`config.mk`:
```
export PLATFORM = sky130hd
export DESIGN_NAME = ultrasonic_echo_ranger_unit
export DESIGN_NICKNAME = d
export VERILOG_FILES = /design/src/sv/uer_pkg.sv /design/src/sv/uer_in_stage.sv /design/src/sv/uer_core.sv /design/src/sv/uer_out_stage.sv /design/src/sv/ultrasonic_echo_ranger_unit.sv
export SDC_FILE = /design/constraint.sdc
export NUM_CORES = 1
export LEC_CHECK = 0
export BUFFER_PORTS_ARGS = -buffer_cell sky130_fd_sc_hd__buf_2
export CAP_MARGIN = 20
export CORE_AREA = 4 4 96 98
export CTS_CLUSTER_SIZE = 40
export DETAILED_ROUTE_END_ITERATION = 10
export DIE_AREA = 0 0 100 102
export GPL_ROUTABILITY_DRIVEN = 0
export PLACE_DENSITY = 0.9
export SYNTH_ARGS = -nofsm -noshare
export SYNTH_HDL_FRONTEND = slang
export SYNTH_SLANG_ARGS = --single-unit
export TNS_END_PERCENT = 100
```
`constraint.sdc`:
```
create_clock -name clk -period 4.7 [get_ports clk]
set_clock_uncertainty 0.1 [all_clocks]
set_input_delay 0.235 -clock clk [delete_from_list [all_inputs] [get_ports clk]]
set_output_delay 0.235 -clock clk [all_outputs]
set_load 0.03 [all_outputs]
```
`src/sv/uer_pkg.sv`:
```
// ----------------------------------------------------------------------------
// uer_pkg
// shared types and constants for the ultrasonic echo ranger
// ----------------------------------------------------------------------------
package uer_pkg;

  localparam int unsigned CAP_W     = 16;  // free-running microsecond timer width
  localparam int unsigned DIST_W    = 21;  // distance in thousandths of a cm
  localparam int unsigned ELAPSED_W = 9;   // saturating millisecond counter
  localparam int unsigned TMO_W     = 8;
  localparam int unsigned STATUS_W  = 3;
  localparam int unsigned REQ_W     = 2;

  localparam logic [ELAPSED_W-1:0] ELAPSED_MAX = '1;
  localparam logic [TMO_W-1:0]     TIMEOUT_RST = TMO_W'(60);

  // request codes
  localparam logic [REQ_W-1:0] REQ_START   = 2'd0;
  localparam logic [REQ_W-1:0] REQ_CAPTURE = 2'd1;
  localparam logic [REQ_W-1:0] REQ_TICK    = 2'd2;

  // status codes
  localparam logic [STATUS_W-1:0] ST_NONE     = 3'd0;
  localparam logic [STATUS_W-1:0] ST_STARTED  = 3'd1;
  localparam logic [STATUS_W-1:0] ST_REJECTED = 3'd2;
  localparam logic [STATUS_W-1:0] ST_DIST     = 3'd3;
  localparam logic [STATUS_W-1:0] ST_TIMEOUT  = 3'd4;

  typedef struct packed {
    logic [REQ_W-1:0] req_type;
    logic [CAP_W-1:0] capture_value;
  } uer_item_t;

  typedef struct packed {
    logic [STATUS_W-1:0] status;
    logic                trigger;
    logic [DIST_W-1:0]   distance_milli_cm;
    logic                busy_res;
  } uer_result_t;

endpackage

```
`src/sv/uer_in_stage.sv`:
```
// ----------------------------------------------------------------------------
// uer_in_stage
// input register; holds one request until the core consumes it
// ----------------------------------------------------------------------------
module uer_in_stage (
  input  logic              clk,
  input  logic              rst_n,
  input  logic              in_valid,
  output logic              in_ready,
  input  uer_pkg::uer_item_t in_item,
  input  logic              take,      // core consumes the held request
  output logic              item_v,
  output uer_pkg::uer_item_t item
);
  import uer_pkg::*;

  logic      item_v_r, item_v_nxt;
  uer_item_t item_r;

  // empty, or being drained this cycle
  assign in_ready   = !item_v_r || take;
  assign item_v_nxt = (in_valid && in_ready) || (item_v_r && !take);

  always_ff @(posedge clk) begin
    if (!rst_n) begin
      item_v_r <= 1'b0;
    end else begin
      item_v_r <= item_v_nxt;
    end
  end

  always_ff @(posedge clk) begin
    if (in_valid && in_ready) begin
      item_r <= in_item;
    end
  end

  assign item_v = item_v_r;
  assign item   = item_r;

endmodule

```
`src/sv/uer_core.sv`:
```
// ----------------------------------------------------------------------------
// uer_core
// measurement state and the per-request decision logic
// ----------------------------------------------------------------------------
module uer_core (
  input  logic                        clk,
  input  logic                        rst_n,
  input  logic                        cfg_wr_en,
  input  logic [uer_pkg::TMO_W-1:0]   cfg_wr_data,
  input  logic                        fire,
  input  uer_pkg::uer_item_t          item,
  output uer_pkg::uer_result_t        result
);
  import uer_pkg::*;

  typedef enum logic [1:0] {
    PH_IDLE  = 2'd0,
    PH_ARMED = 2'd1,
    PH_MEAS  = 2'd2
  } phase_t;

  phase_t                phase_r, phase_nxt;
  logic [CAP_W-1:0]      rise_r, rise_nxt;
  logic [ELAPSED_W-1:0]  elapsed_r, elapsed_nxt;
  logic [TMO_W-1:0]      timeout_r;

  logic                  busy;
  logic [CAP_W-1:0]      width;
  logic [DIST_W-1:0]     dist_mcm;

  assign busy  = (phase_r == PH_ARMED) || (phase_r == PH_MEAS);
  // width wraps with the timer
  assign width = item.capture_value - rise_r;
  // width * 17 as width * 16 + width
  assign dist_mcm = (DIST_W'(width) << 4) + DIST_W'(width);

  always_comb begin
    phase_nxt   = phase_r;
    rise_nxt    = rise_r;
    elapsed_nxt = elapsed_r;
    result      = '0;
    case (item.req_type)
      REQ_START: begin
        if (busy) begin
          result.status = ST_REJECTED;
        end else begin
          phase_nxt      = PH_ARMED;
          elapsed_nxt    = '0;
          result.status  = ST_STARTED;
          result.trigger = 1'b1;
        end
      end
      REQ_CAPTURE: begin
        if (phase_r == PH_ARMED) begin
          rise_nxt  = item.capture_value;
          phase_nxt = PH_MEAS;
        end else if (phase_r == PH_MEAS) begin
          phase_nxt                = PH_IDLE;
          result.status            = ST_DIST;
          result.distance_milli_cm = dist_mcm;
        end
      end
      REQ_TICK: begin
        if (busy) begin
          if (elapsed_r != ELAPSED_MAX) begin
            elapsed_nxt = elapsed_r + 1'b1;
          end
          if (elapsed_nxt > ELAPSED_W'(timeout_r)) begin
            phase_nxt     = PH_IDLE;
            result.status = ST_TIMEOUT;
          end
        end
      end
      default: begin
        // unused code, no effect
      end
    endcase
    result.busy_res = (phase_nxt == PH_ARMED) || (phase_nxt == PH_MEAS);
  end

  always_ff @(posedge clk) begin
    if (!rst_n) begin
      phase_r   <= PH_IDLE;
      rise_r    <= '0;
      elapsed_r <= '0;
      timeout_r <= TIMEOUT_RST;
    end else begin
      if (fire) begin
        phase_r   <= phase_nxt;
        rise_r    <= rise_nxt;
        elapsed_r <= elapsed_nxt;
      end
      if (cfg_wr_en) begin
        timeout_r <= cfg_wr_data;
      end
    end
  end

endmodule

```
`src/sv/uer_out_stage.sv`:
```
// ----------------------------------------------------------------------------
// uer_out_stage
// result register toward the master side
// ----------------------------------------------------------------------------
module uer_out_stage (
  input  logic                 clk,
  input  logic                 rst_n,
  input  logic                 load,
  input  uer_pkg::uer_result_t res_in,
  output logic                 can_load,
  output logic                 out_valid,
  input  logic                 out_ready,
  output uer_pkg::uer_result_t res_out
);
  import uer_pkg::*;

  logic        res_v_r, res_v_nxt;
  uer_result_t res_r;

  assign can_load  = !res_v_r || out_ready;
  assign res_v_nxt = load || (res_v_r && !out_ready);

  always_ff @(posedge clk) begin
    if (!rst_n) begin
      res_v_r <= 1'b0;
    end else begin
      res_v_r <= res_v_nxt;
    end
  end

  always_ff @(posedge clk) begin
    if (load) begin
      res_r <= res_in;
    end
  end

  assign out_valid = res_v_r;
  assign res_out   = res_r;

endmodule

```
`src/sv/ultrasonic_echo_ranger_unit.sv`:
```
// ----------------------------------------------------------------------------
// ultrasonic_echo_ranger_unit
// one-at-a-time ultrasonic ranging control: start, echo captures, timeout
// ----------------------------------------------------------------------------
// a request is held in the input register, its result in the result register
// throughput: one request per cycle while out_tready stays high
// a stalled result holds; the input register takes one more request behind it
// reset (rst_n low, synchronous): phase idle, rising time and elapsed count zero,
//   timeout_ms back to 60, both channel registers empty
module ultrasonic_echo_ranger_unit (
  input  logic        clk,
  input  logic        rst_n,
  // request channel
  input  logic        in_tvalid,
  output logic        in_tready,
  input  logic [15:0] in_tdata,   // [15:0] capture_value
  input  logic [1:0]  in_tuser,   // [1:0] req_type
  // result channel
  output logic        out_tvalid,
  input  logic        out_tready,
  output logic [23:0] out_tdata,  // [0] trigger, [21:1] distance_milli_cm,
                                  // [22] busy_res, [23] zero
  output logic [2:0]  out_tuser,  // [2:0] status
  // timeout_ms register
  input  logic        cfg_wr_en,
  input  logic [7:0]  cfg_wr_data
);
  import uer_pkg::*;

  uer_item_t   in_item;
  uer_item_t   item;
  logic        item_v;
  logic        can_load;
  logic        fire;
  uer_result_t result;
  uer_result_t res_out;

  assign in_item.req_type      = in_tuser;
  assign in_item.capture_value = in_tdata;

  // a held request is decided when the result register has room
  assign fire = item_v && can_load;

  uer_in_stage u_in (
    .clk      (clk),
    .rst_n    (rst_n),
    .in_valid (in_tvalid),
    .in_ready (in_tready),
    .in_item  (in_item),
    .take     (fire),
    .item_v   (item_v),
    .item     (item)
  );

  // measurement state updates only on fire, so a stalled request is decided exactly once
  uer_core u_core (
    .clk         (clk),
    .rst_n       (rst_n),
    .cfg_wr_en   (cfg_wr_en),
    .cfg_wr_data (cfg_wr_data),
    .fire        (fire),
    .item        (item),
    .result      (result)
  );

  uer_out_stage u_out (
    .clk       (clk),
    .rst_n     (rst_n),
    .load      (fire),
    .res_in    (result),
    .can_load  (can_load),
    .out_valid (out_tvalid),
    .out_ready (out_tready),
    .res_out   (res_out)
  );

  assign out_tuser = res_out.status;
  assign out_tdata = {1'b0, res_out.busy_res, res_out.distance_milli_cm, res_out.trigger};

endmodule

```
==> results of run 1 <==
==> final cells by class <==
class / instances / area (µm²) / share of cell area, %
Sequential cell: 81 / 2060 / 36.3
Inverter: 41 / 154 / 2.71
Multi-Input combinational cell: 357 / 2580 / 45.3
Clock buffer: 10 / 138 / 2.42
Tap cell: 108 / 135 / 2.38
Clock inverter: 6 / 88.8 / 1.56
Timing Repair Buffer: 82 / 528 / 9.29
==> tightest hold or removal path, cell delays in order <==
cell	delay (ns)
buf_2	0.07
mux2i_1	0.05
nor2b_1	0.09
==> cell usage after synthesis, types with 5 or more instances <==
cell	instances
edfxtp_1	44
inv_1	41
ha_1	40
dfxtp_1	37
nor2_1	37
nor2b_1	34
nand2_1	32
a21oi_1	25
mux2i_1	20
xnor2_1	17
nor3_1	15
o21ai_0	13
and3_1	9
xor2_1	9
clkbuf_1	8
o211ai_1	8
a21o_1	7
and2_1	7
nand3_1	7
o21a_1	7
a22oi_1	5
nand2b_1	5
nand4_1	5
==> metal layers <==
layer  track usage (%)  wire length (µm)  part of all wire, %  vias up
met5                 0                 0                    0        -
met4              9.84               228                  2.4        0
met3              3.89               523                  5.6       24
met2              31.8              4350                   47      113
met1              25.2              4230                   45     1703
li1                  -                 -                    -     1904
==> metrics by stage <==
step	instance area (µm²)	instances	hold WS, ns	setup slack (ns)
2_1_floorplan	4860	494	0.234	0.969
3_3_place_gp	5230	646	0.314	0.811
3_5_place_dp	5230	646	0.313	0.655
4_1_cts	5680	685	0.0103	0.645
5_1_grt	5680	685	0.0208	0.405
6_report	5680	685	0.0266	0.584
==> path summary, 6_finish.rpt <==
| kind | to | start | cells after the start |
|---|---|---|---|
| max reg2reg | u_out.res_out[18]$_SDFFCE_PP0P_ | u_in.item[0]$_DFFE_PP_ | 16 |
| min reg2reg | u_core.timeout_r[5]$_SDFFE_PN1P_ | u_core.timeout_r[5]$_SDFFE_PN1P_ | 2 |
| max | u_out.res_out[18]$_SDFFCE_PP0P_ | u_in.item[0]$_DFFE_PP_ | 16 |
| min | u_core.timeout_r[6]$_SDFFE_PN0P_ | cfg_wr_data[6] | 3 |
==> power by group <==
part	leakage [nW]	total, mW	switching [mW]	internal (mW)
sequential	0.721	0.789	0.0135	0.776
clock	0.109	0.571	0.257	0.314
combinational	1.59	0.379	0.214	0.164
==> registers in the layout (all words and copies together), names as in the netlist <==
register,cells
u_out.res_out,26
u_core.rise_r,16
u_out.out_valid,1
u_in.item,18
u_core.phase_r,2
u_core.elapsed_r,9
u_in.item_v,1
u_core.timeout_r,8
==> logic make-up after synthesis <==
group	after synthesis
xor+xnor	27
flops	81
simple gates	170
mux	21
other cells	1
compound gates	96
fa+ha+maj	42
buf+inv	56
==> impl_metrics.json, run 1 <==
{
  "synth_top_family_by_area": "simple AND/OR/NAND/NOR gates",
  "wl_um": 9330,
  "wire_per_inst_um": 13.6,
  "status": "finished clean",
  "diodes": 0,
  "crit_chain": "inv_1 > ha_1 > fa_1 > nand2b_1 > a21oi_2 > nor3_1 > o21ba_2 > xnor2_1 > ha_1 > and3_1 > a221oi_1 > a211o_1 > o21ai_1 > a31o_2 > a21o_1 > and3_1",
  "netlist-cell-type-count": 58,
  "ys.flop_type": "edfxtp_1",
  "finalSetupViolCount": 0,
  "post_cts_buffers": 0,
  "slew_headroom_pct": 36.5,
  "cts_hold_buf": 23,
  "maxSlewViolCount": 0,
  "end_kind": "flip-flop",
  "cts_buffer_depth": 2,
  "gr-usage-all-layers_pct": 19.6,
  "synth_seq_area_share_pct": 42.4,
  "final_antenna_net_count": 0,
  "ys_async_sr_fraction_pct": 0,
  "cts_repair_resize_count": 0,
  "synthXorXnorAreaFrac_pct": 5.02,
  "report.power.total_mw": 1.74,
  "grt_start_max_net_pins": 38,
  "clk_pin_slew_ns": 0.08,
  "port_buffers": 58,
  "synth_edf_count": 44,
  "rsz0062_at_grt": "no",
  "path_delay_family": "compound AO/OA/AOI/OAI gates",
  "die_y_um": 102,
  "rows": 34,
  "postSynthAreaPerCell_um2": 9.84,
  "clock_latency_ns": 0.37,
  "cp_num_buf_inv": 1,
  "max_stage_delay_ns": 0.40,
  "htree_levels": 3,
  "synthAdderAreaFrac_pct": 11.1,
  "timing.final.crit_share_pct": 87.6,
  "min_path_type": "input port to flip-flop",
  "final_cell_mix": "buf_2 (58), edfxtp_1 (44), inv_1 (41)",
  "synth_area_leaders": "edfxtp_1 (27%), dfxtp_1 (15%), ha_1 (10%)",
  "yosys.area.top_type": "edfxtp_1",
  "drive_gt1_share_pct": 16.1,
  "synthSimpleGateAreaFrac_pct": 18.6,
  "fp.dieW_um": 100,
  "maxCapViolCount": 0,
  "syn_to_final_growth_pct": 16.9,
  "ir_worst_vdd_mv": 0.272,
  "ys_warn_count": 0,
  "dp_hpwl_um": 6930,
  "crit_type": "flip-flop to flip-flop",
  "fill_cells": 647,
  "via_per_inst": 5.47,
  "syn-num-nets": 567,
  "cp.required_ns": 4.72,
  "cts_tree": "done",
  "grt.overflow.total": 0,
  "drt_iter0_drc": 245,
  "antenna_found_initial": 0,
  "cts.sinks": 81,
  "grt_pass1_vias": 3621,
  "muxShareOfSynthArea_pct": 4.35,
  "pin_count": 60,
  "cpMaxStageDelayCell": "fa_1",
  "worstMarginPinSlew_ns": 0.951,
  "start_util_pct": 57.4,
  "fin_nets": 645,
  "core_area_mm2": 0.00847,
  "dr_total_vias": 3744,
  "synth_compound_area_share_pct": 13.9,
  "start_kind": "flip-flop",
  "ys_seq_elements": 81,
  "layout_commonest_cell": "buf_2",
  "firstDrtPassIters": 6,
  "grt_pass1_wl_um": 16300,
  "final_util_pct": 67.1,
  "worstPathMaxFanout": 5,
  "power_density_mw_per_mm2": 306,
  "cp_data_arrival_time_ns": 4.14,
  "yosysTopAreaCellShare_pct": 27.2,
  "p_leak_nw": 2.42,
  "netlist_area_mm2": 0.00486,
  "finalHoldViolations": 0,
  "reg2reg_slack_ns": 0.58,
  "drc": 0,
  "tns_ns": 0,
  "synthCells": 494,
  "period_minus_slack_ns": 4.12,
  "design.die.area_mm2": 0.0102,
  "cts_buffers": 9,
  "cts-root-buf": "clkbuf_8",
  "timing.fmax_mhz": 243
}
(Power assumes the default switching activity.)
==> run 2: changes to the inputs <==
ABC_AREA = 1   (was not set)
PLACE_DENSITY = 0.89   (was 0.9)
==> impl_metrics.json, run 2 <==
{
  "status": "finished clean",
  "sequentialPowerShare_pct": 46.9,
  "cts_buffers": 9,
  "end_kind": "flip-flop",
  "crit_type": "flip-flop to flip-flop",
  "start_kind": "flip-flop",
  "min_path_type": "input port to flip-flop",
  "core_area_mm2": 0.00847,
  "drt_iter0_drc": 214,
  "fill_cells": 699,
  "pwr-share-comb_pct": 23.5,
  "yosysMostFrequentCell": "nand2_1",
  "path_depth": 22,
  "synth_edf_count": 44,
  "yosys-top-cells-count": "nand2_1 (113), inv_1 (80), a21oi_1 (70), nor2_1 (47), edfxtp_1 (44)",
  "die_y_um": 102,
  "routed-wl-met3_um": 585,
  "p_clk_share_pct": 29.6,
  "postSynthAreaPerCell_um2": 8.26,
  "wire_per_inst_um": 12.8,
  "routedLengthMet1_um": 4240,
  "timing.fmax_mhz": 279,
  "pin_count": 60,
  "cts-root-buf": "clkbuf_8",
  "p_sw_uw": 519,
  "cts.sinks": 81,
  "clock_latency_ns": 0.36,
  "place_inst": 740,
  "ys.flop_type": "edfxtp_1",
  "worstMarginPinSlew_ns": 0.831,
  "finalHoldViolations": 0,
  "slew_headroom_pct": 44.5,
  "ir_worst_vdd_mv": 0.202,
  "antenna_found_initial": 0,
  "drc": 0,
  "wl_um": 9920,
  "ys_seq_elements": 81,
  "power_density_mw_per_mm2": 300,
  "timing.final.crit_share_pct": 76.3,
  "cp.required_ns": 4.72,
  "diodes": 0,
  "route.met2.wl_um": 4910,
  "port_buffers": 58,
  "clk_pin_slew_ns": 0.09,
  "netlist-cell-type-count": 46,
  "whs_ns": 0.0162,
  "reg2reg_slack_ns": 1.12,
  "firstDrtPassIters": 5,
  "grt_pass1_wl_um": 17000,
  "p_leak_nw": 2.51,
  "top_layer": "met4",
  "cp_num_buf_inv": 0,
  "design.die.area_mm2": 0.0102,
  "r2r-start": "u_in.item[2]$_DFFE_PP_",
  "r2r-end": "u_out.res_out[20]$_SDFFCE_PP0P_",
  "cp_data_arrival_time_ns": 3.60,
  "cp-endpoint": "u_out.res_out[20]$_SDFFCE_PP0P_",
  "synthCells": 583,
  "largest_reg_flops": 26,
  "start_util_pct": 56.9,
  "gr-usage-all-layers_pct": 20.6,
  "max_stage_delay_ns": 0.40,
  "period_minus_slack_ns": 3.58,
  "final_cell_area_mm2": 0.00560,
  "grt_start_max_net_pins": 33,
  "cp_common_cell": "nand2_1",
  "htree_levels": 3,
  "syn-num-nets": 656,
  "final_cell_mix": "nand2_1 (113), inv_1 (80), a21oi_1 (70)",
  "ys_warn_count": 0,
  "rsz0062_at_grt": "no",
  "maxCapViolCount": 0,
  "netlist_area_mm2": 0.00482,
  "crit_start": "u_in.item[2]$_DFFE_PP_",
  "fp.dieW_um": 100,
  "final_antenna_net_count": 0,
  "rows": 34,
  "layout_commonest_cell": "nand2_1",
  "dpl_cell_area_mm2": 0.00521,
  "tns_ns": 0,
  "synth_seq_area_share_pct": 42.8,
  "final_util_pct": 66.2,
  "dr_total_vias": 4145,
  "yosysTopAreaCellShare_pct": 27.4,
  "via_per_inst": 5.34,
  "r2r_cells": 22,
  "p_int_mw": 1.16,
  "ys_async_sr_fraction_pct": 0,
  "fin_nets": 736,
  "path_delay_family": "simple AND/OR/NAND/NOR gates",
  "worstPathMaxFanout": 6,
  "finalSetupViolCount": 0,
  "drive_gt1_share_pct": 16.6,
  "synth_area_leaders": "edfxtp_1 (27%), dfxtp_1 (15%), ha_1 (10%)",
  "cts_buffer_depth": 2,
  "maxSlewViolCount": 0,
  "syn_to_final_growth_pct": 16.2,
  "finalNonFillerCells": 776,
  "cts_repair_resize_count": 0,
  "crit_chain": "ha_1 > a21oi_1 > nand2_1 > nand2_1 > nand2_2 > nand2_1 > nand2_2 > a21boi_1 > o21ai_0 > xor2_1 > ha_1 > nand2_1 > nor2_1 > nand3_1 > nand3_1 > nand2_1 > nand2_1 > nand2_2 > nor2_2 > nand3_1 > nand2_1 > nor2_1",
  "post_cts_buffers": 0,
  "grt_pass1_vias": 3983,
  "cpMaxStageDelayCell": "edfxtp_1",
  "switching_share_pct": 31.0,
  "cts_tree": "done",
  "yosys.area.top_type": "edfxtp_1",
  "dp_hpwl_um": 7550,
  "grt.overflow.total": 0
}
run 2: metrics by stage:
step | power, mW | worst slack, ns
global placement | 1.15 | 1.43
finish | 1.68 | 1.12
detailed placement | 1.17 | 1.18
global route | 1.77 | 0.804
floorplan | 1.08 | 1.58
CTS | 1.68 | 1.15
run 2: per-layer routing:
metal,vias up,GRT usage [%]
li1,2095,-
met1,1881,25.1
met2,149,35.2
met3,20,3.48
met4,0,10.6
met5,-,0
run 2: final cells by class:
class / count / area (µm²) / area share, %
well taps: 108 / 135 / 2.41
clock buffers: 10 / 128 / 2.28
clock inverters: 6 / 65.1 / 1.16
repair buffers: 79 / 498 / 8.89
multi-input cells: 407 / 2390 / 42.7
flip-flops and latches: 81 / 2060 / 36.8
inverters: 85 / 319 / 5.70
run 2: cell families (layout without fill, tap and decap cells):
logic type | after synthesis | after routing | synth area share, %
adders and majority gates | 42 | 42 | 11.2
and+or+nand+nor | 215 | 215 | 20.2
AOI/OAI and AO/OA | 134 | 134 | 15.3
DFF | 81 | 81 | 42.8
buffers and inverters | 95 | 180 | 7.53
xor gates and xnor gates | 15 | 15 | 2.88
other | 1 | 1 | 0.0778
run 2: worst min-delay path by stage:
stage | start | endpoint | cells past startpoint
final | cfg_wr_data[0] | u_core.timeout_r[0]$_SDFFE_PN0P_ | 3
after detailed placement | in_tdata[5] | u_in.item[5]$_DFFE_PP_ | 1
after global routing | cfg_wr_data[0] | u_core.timeout_r[0]$_SDFFE_PN0P_ | 3
after floorplan | in_tdata[0] | u_in.item[0]$_DFFE_PP_ | 0
after global placement | in_tdata[13] | u_in.item[13]$_DFFE_PP_ | 1
after CTS | cfg_wr_data[0] | u_core.timeout_r[0]$_SDFFE_PN0P_ | 3
run 2: repair_timing:
action	CTS	global route
hold buffers	20	0
setup endpoints to repair	0	0
hold endpoints to repair	20	0
run 2: tightest hold or removal path, stage by stage:
cell    delay, ns
buf_2        0.08
nor2_1       0.04
nor2_1       0.09
run 2: power by group through the flow:
stage / Clock, mW / Combinational [mW] / Sequential, mW
finish: 0.497 / 0.394 / 0.787
global route: 0.536 / 0.444 / 0.790
CTS: 0.505 / 0.387 / 0.787
detailed placement: 0 / 0.372 / 0.803
global placement: 0 / 0.350 / 0.802
floorplan: 0 / 0.261 / 0.822
==> run 3: changes to the inputs <==
clock period = 3.7 ns   (was 4.7 ns; I/O delays follow)
==> impl_metrics.json, run 3 (same netlist as run 2, synthesis figures left out) <==
{
  "rsz0062_at_grt": "no",
  "start_kind": "flip-flop",
  "cp_common_cell": "nand2_1",
  "core_area_mm2": 0.00847,
  "cts.sinks": 81,
  "syn_to_final_growth_pct": 18.2,
  "reg2reg_slack_ns": 0.18,
  "pwr-share-comb_pct": 23.7,
  "design.die.area_mm2": 0.0102,
  "drc": 0,
  "finalHoldViolations": 0,
  "fill_cells": 627,
  "drive_gt1_share_pct": 17.5,
  "drt_iter0_drc": 224,
  "whs_ns": 0.0120,
  "maxCapViolCount": 0,
  "antenna_found_initial": 0,
  "cts_buffer_depth": 2,
  "diodes": 0,
  "slew_headroom_pct": 43.9,
  "dr_total_vias": 4248,
  "multi_input_area_mm2": 0.00241,
  "regArea_mm2": 0.00206,
  "grt_pass1_wl_um": 17600,
  "largest_reg_flops": 26,
  "gr-usage-all-layers_pct": 21.3,
  "path_delay_family": "simple AND/OR/NAND/NOR gates",
  "r2r-start": "u_in.item[2]$_DFFE_PP_",
  "max_stage_delay_ns": 0.42,
  "period_minus_slack_ns": 3.52,
  "grt_start_max_net_pins": 33,
  "tns_ns": 0,
  "cts-root-buf": "clkbuf_8",
  "power_density_mw_per_mm2": 381,
  "finalSetupViolCount": 0,
  "p_sw_uw": 665,
  "min_path_cells": 3,
  "post_cts_buffers": 0,
  "end_kind": "flip-flop",
  "crit_type": "flip-flop to flip-flop",
  "dp_hpwl_um": 7740,
  "holdPathEnd": "u_core.timeout_r[7]$_SDFFE_PN0P_",
  "fin_nets": 742,
  "timing.fmax_mhz": 284,
  "sequentialPowerShare_pct": 46.1,
  "min_from": "cfg_wr_data[7]",
  "cp_num_buf_inv": 0,
  "ir_worst_vdd_mv": 0.297,
  "cp.required_ns": 3.71,
  "die_y_um": 102,
  "start_util_pct": 56.9,
  "worstMarginPinSlew_ns": 0.839,
  "p_clk_share_pct": 30.2,
  "via_per_inst": 5.43,
  "r2r_cells": 22,
  "worstPathMaxFanout": 6,
  "status": "finished clean",
  "cp_data_arrival_time_ns": 3.53,
  "wl_um": 10500,
  "final_cell_mix": "nand2_1 (113), inv_1 (80), a21oi_1 (69)",
  "grt.overflow.total": 0,
  "cts_buffers": 9,
  "r2r-end": "u_out.res_out[20]$_SDFFCE_PP0P_",
  "min_path_type": "input port to flip-flop",
  "htree_levels": 3,
  "maxSlewViolCount": 0,
  "final_antenna_net_count": 0,
  "grt_pass1_vias": 4121,
  "p_leak_nw": 2.55,
  "pin_count": 60,
  "layout_commonest_cell": "nand2_1",
  "path_depth": 22,
  "switching_share_pct": 30.6,
  "crit_chain": "ha_2 > a21oi_1 > nand2_1 > nand2_1 > nand2_2 > nand2_1 > nand2_2 > a21boi_2 > o21ai_1 > xor2_1 > ha_1 > nand2_1 > nor2_1 > nand3_1 > nand3_1 > nand2_1 > nand2_1 > nand2_2 > nor2_2 > nand3_1 > nand2_1 > nor2_1",
  "p_int_mw": 1.50,
  "fp.dieW_um": 100,
  "timing.final.crit_share_pct": 95.1,
  "cpMaxStageDelayCell": "edfxtp_1",
  "cts_tree": "done",
  "clk_pin_slew_ns": 0.08,
  "rows": 34,
  "clock_latency_ns": 0.35,
  "firstDrtPassIters": 8,
  "port_buffers": 58,
  "wire_per_inst_um": 13.4
}
## run 3: cell types whose count changed in the layout (fill, tap and decap cells not counted), sizes merged
cell | before | now
bufinv | 1 | 0
clkinvlp | 2 | 0
dlygate4sd3 | 20 | 26
inv | 86 | 85
clkinv | 2 | 3
clkbuf | 10 | 13
## run 3: how the worst max path moves through the flow
stage | from | end
2_1_floorplan | u_in.item[2]$_DFFE_PP_ | u_out.res_out[20]$_SDFFCE_PP0P_
6_report | u_in.item[2]$_DFFE_PP_ | u_out.res_out[20]$_SDFFCE_PP0P_
5_1_grt | u_in.item[2]$_DFFE_PP_ | u_out.res_out[20]$_SDFFCE_PP0P_
3_5_place_dp | u_in.item[2]$_DFFE_PP_ | u_out.res_out[20]$_SDFFCE_PP0P_
3_3_place_gp | u_in.item[2]$_DFFE_PP_ | u_out.res_out[20]$_SDFFCE_PP0P_
4_1_cts | u_in.item[2]$_DFFE_PP_ | u_out.res_out[20]$_SDFFCE_PP0P_
## run 3: timing repair
item	4_1_cts	5_1_grt
hold endpoints to repair	26	0
gates resized for setup	0	9
endpoints found under the setup margin	0	3
hold buffers	26	0
## run 3: per-layer routing
metal	vias up	wire length (µm)	track usage (%)	share of wire [%]
met3	30	648	4.71	6.2
met5	-	0	0	0
met4	0	241	9.84	2.3
li1	2105	-	-	-
met2	166	5180	36.8	49
met1	1947	4430	25.4	42
## run 3: area by class of cell
type                       count  area share (%)
multi-input combinational    407            42.4
sequential                    81            36.2
clock inverter                 3           0.330
timing repair buffer          85            9.80
inverter                      85            5.60
clock buffer                  13            3.34
tap                          108            2.37
## run 3: stage by stage
stage	instances	setup WS [ns]	cell area, µm²	utilization, %	power (mW)
2_1_floorplan	583	0.582	4820	-	1.38
3_3_place_gp	740	0.429	5210	61.5	1.46
3_5_place_dp	740	0.157	5210	61.5	1.49
4_1_cts	782	0.131	5680	67.1	2.16
5_1_grt	782	0.0140	5700	67.3	2.27
6_report	782	0.180	5700	67.3	2.17
## run 3: power by group through the flow
stage / logic [mW] / registers, mW / clock network (mW)
after floorplan: 0.332 / 1.04 / 0
after global placement: 0.445 / 1.02 / 0
after detailed placement: 0.474 / 1.02 / 0
after CTS: 0.497 / 0.999 / 0.664
after global routing: 0.571 / 1.00 / 0.700
final: 0.515 / 1.00 / 0.655
## run 3: worst reg2reg max path, delay by kind of cell, from the launching register on
kind / cells / cell delay (ns)
flops: 1 / 0.42
xor+xnor: 1 / 0.21
simple gates: 16 / 1.44
compound gates: 3 / 0.39
fa+ha+maj: 2 / 0.72
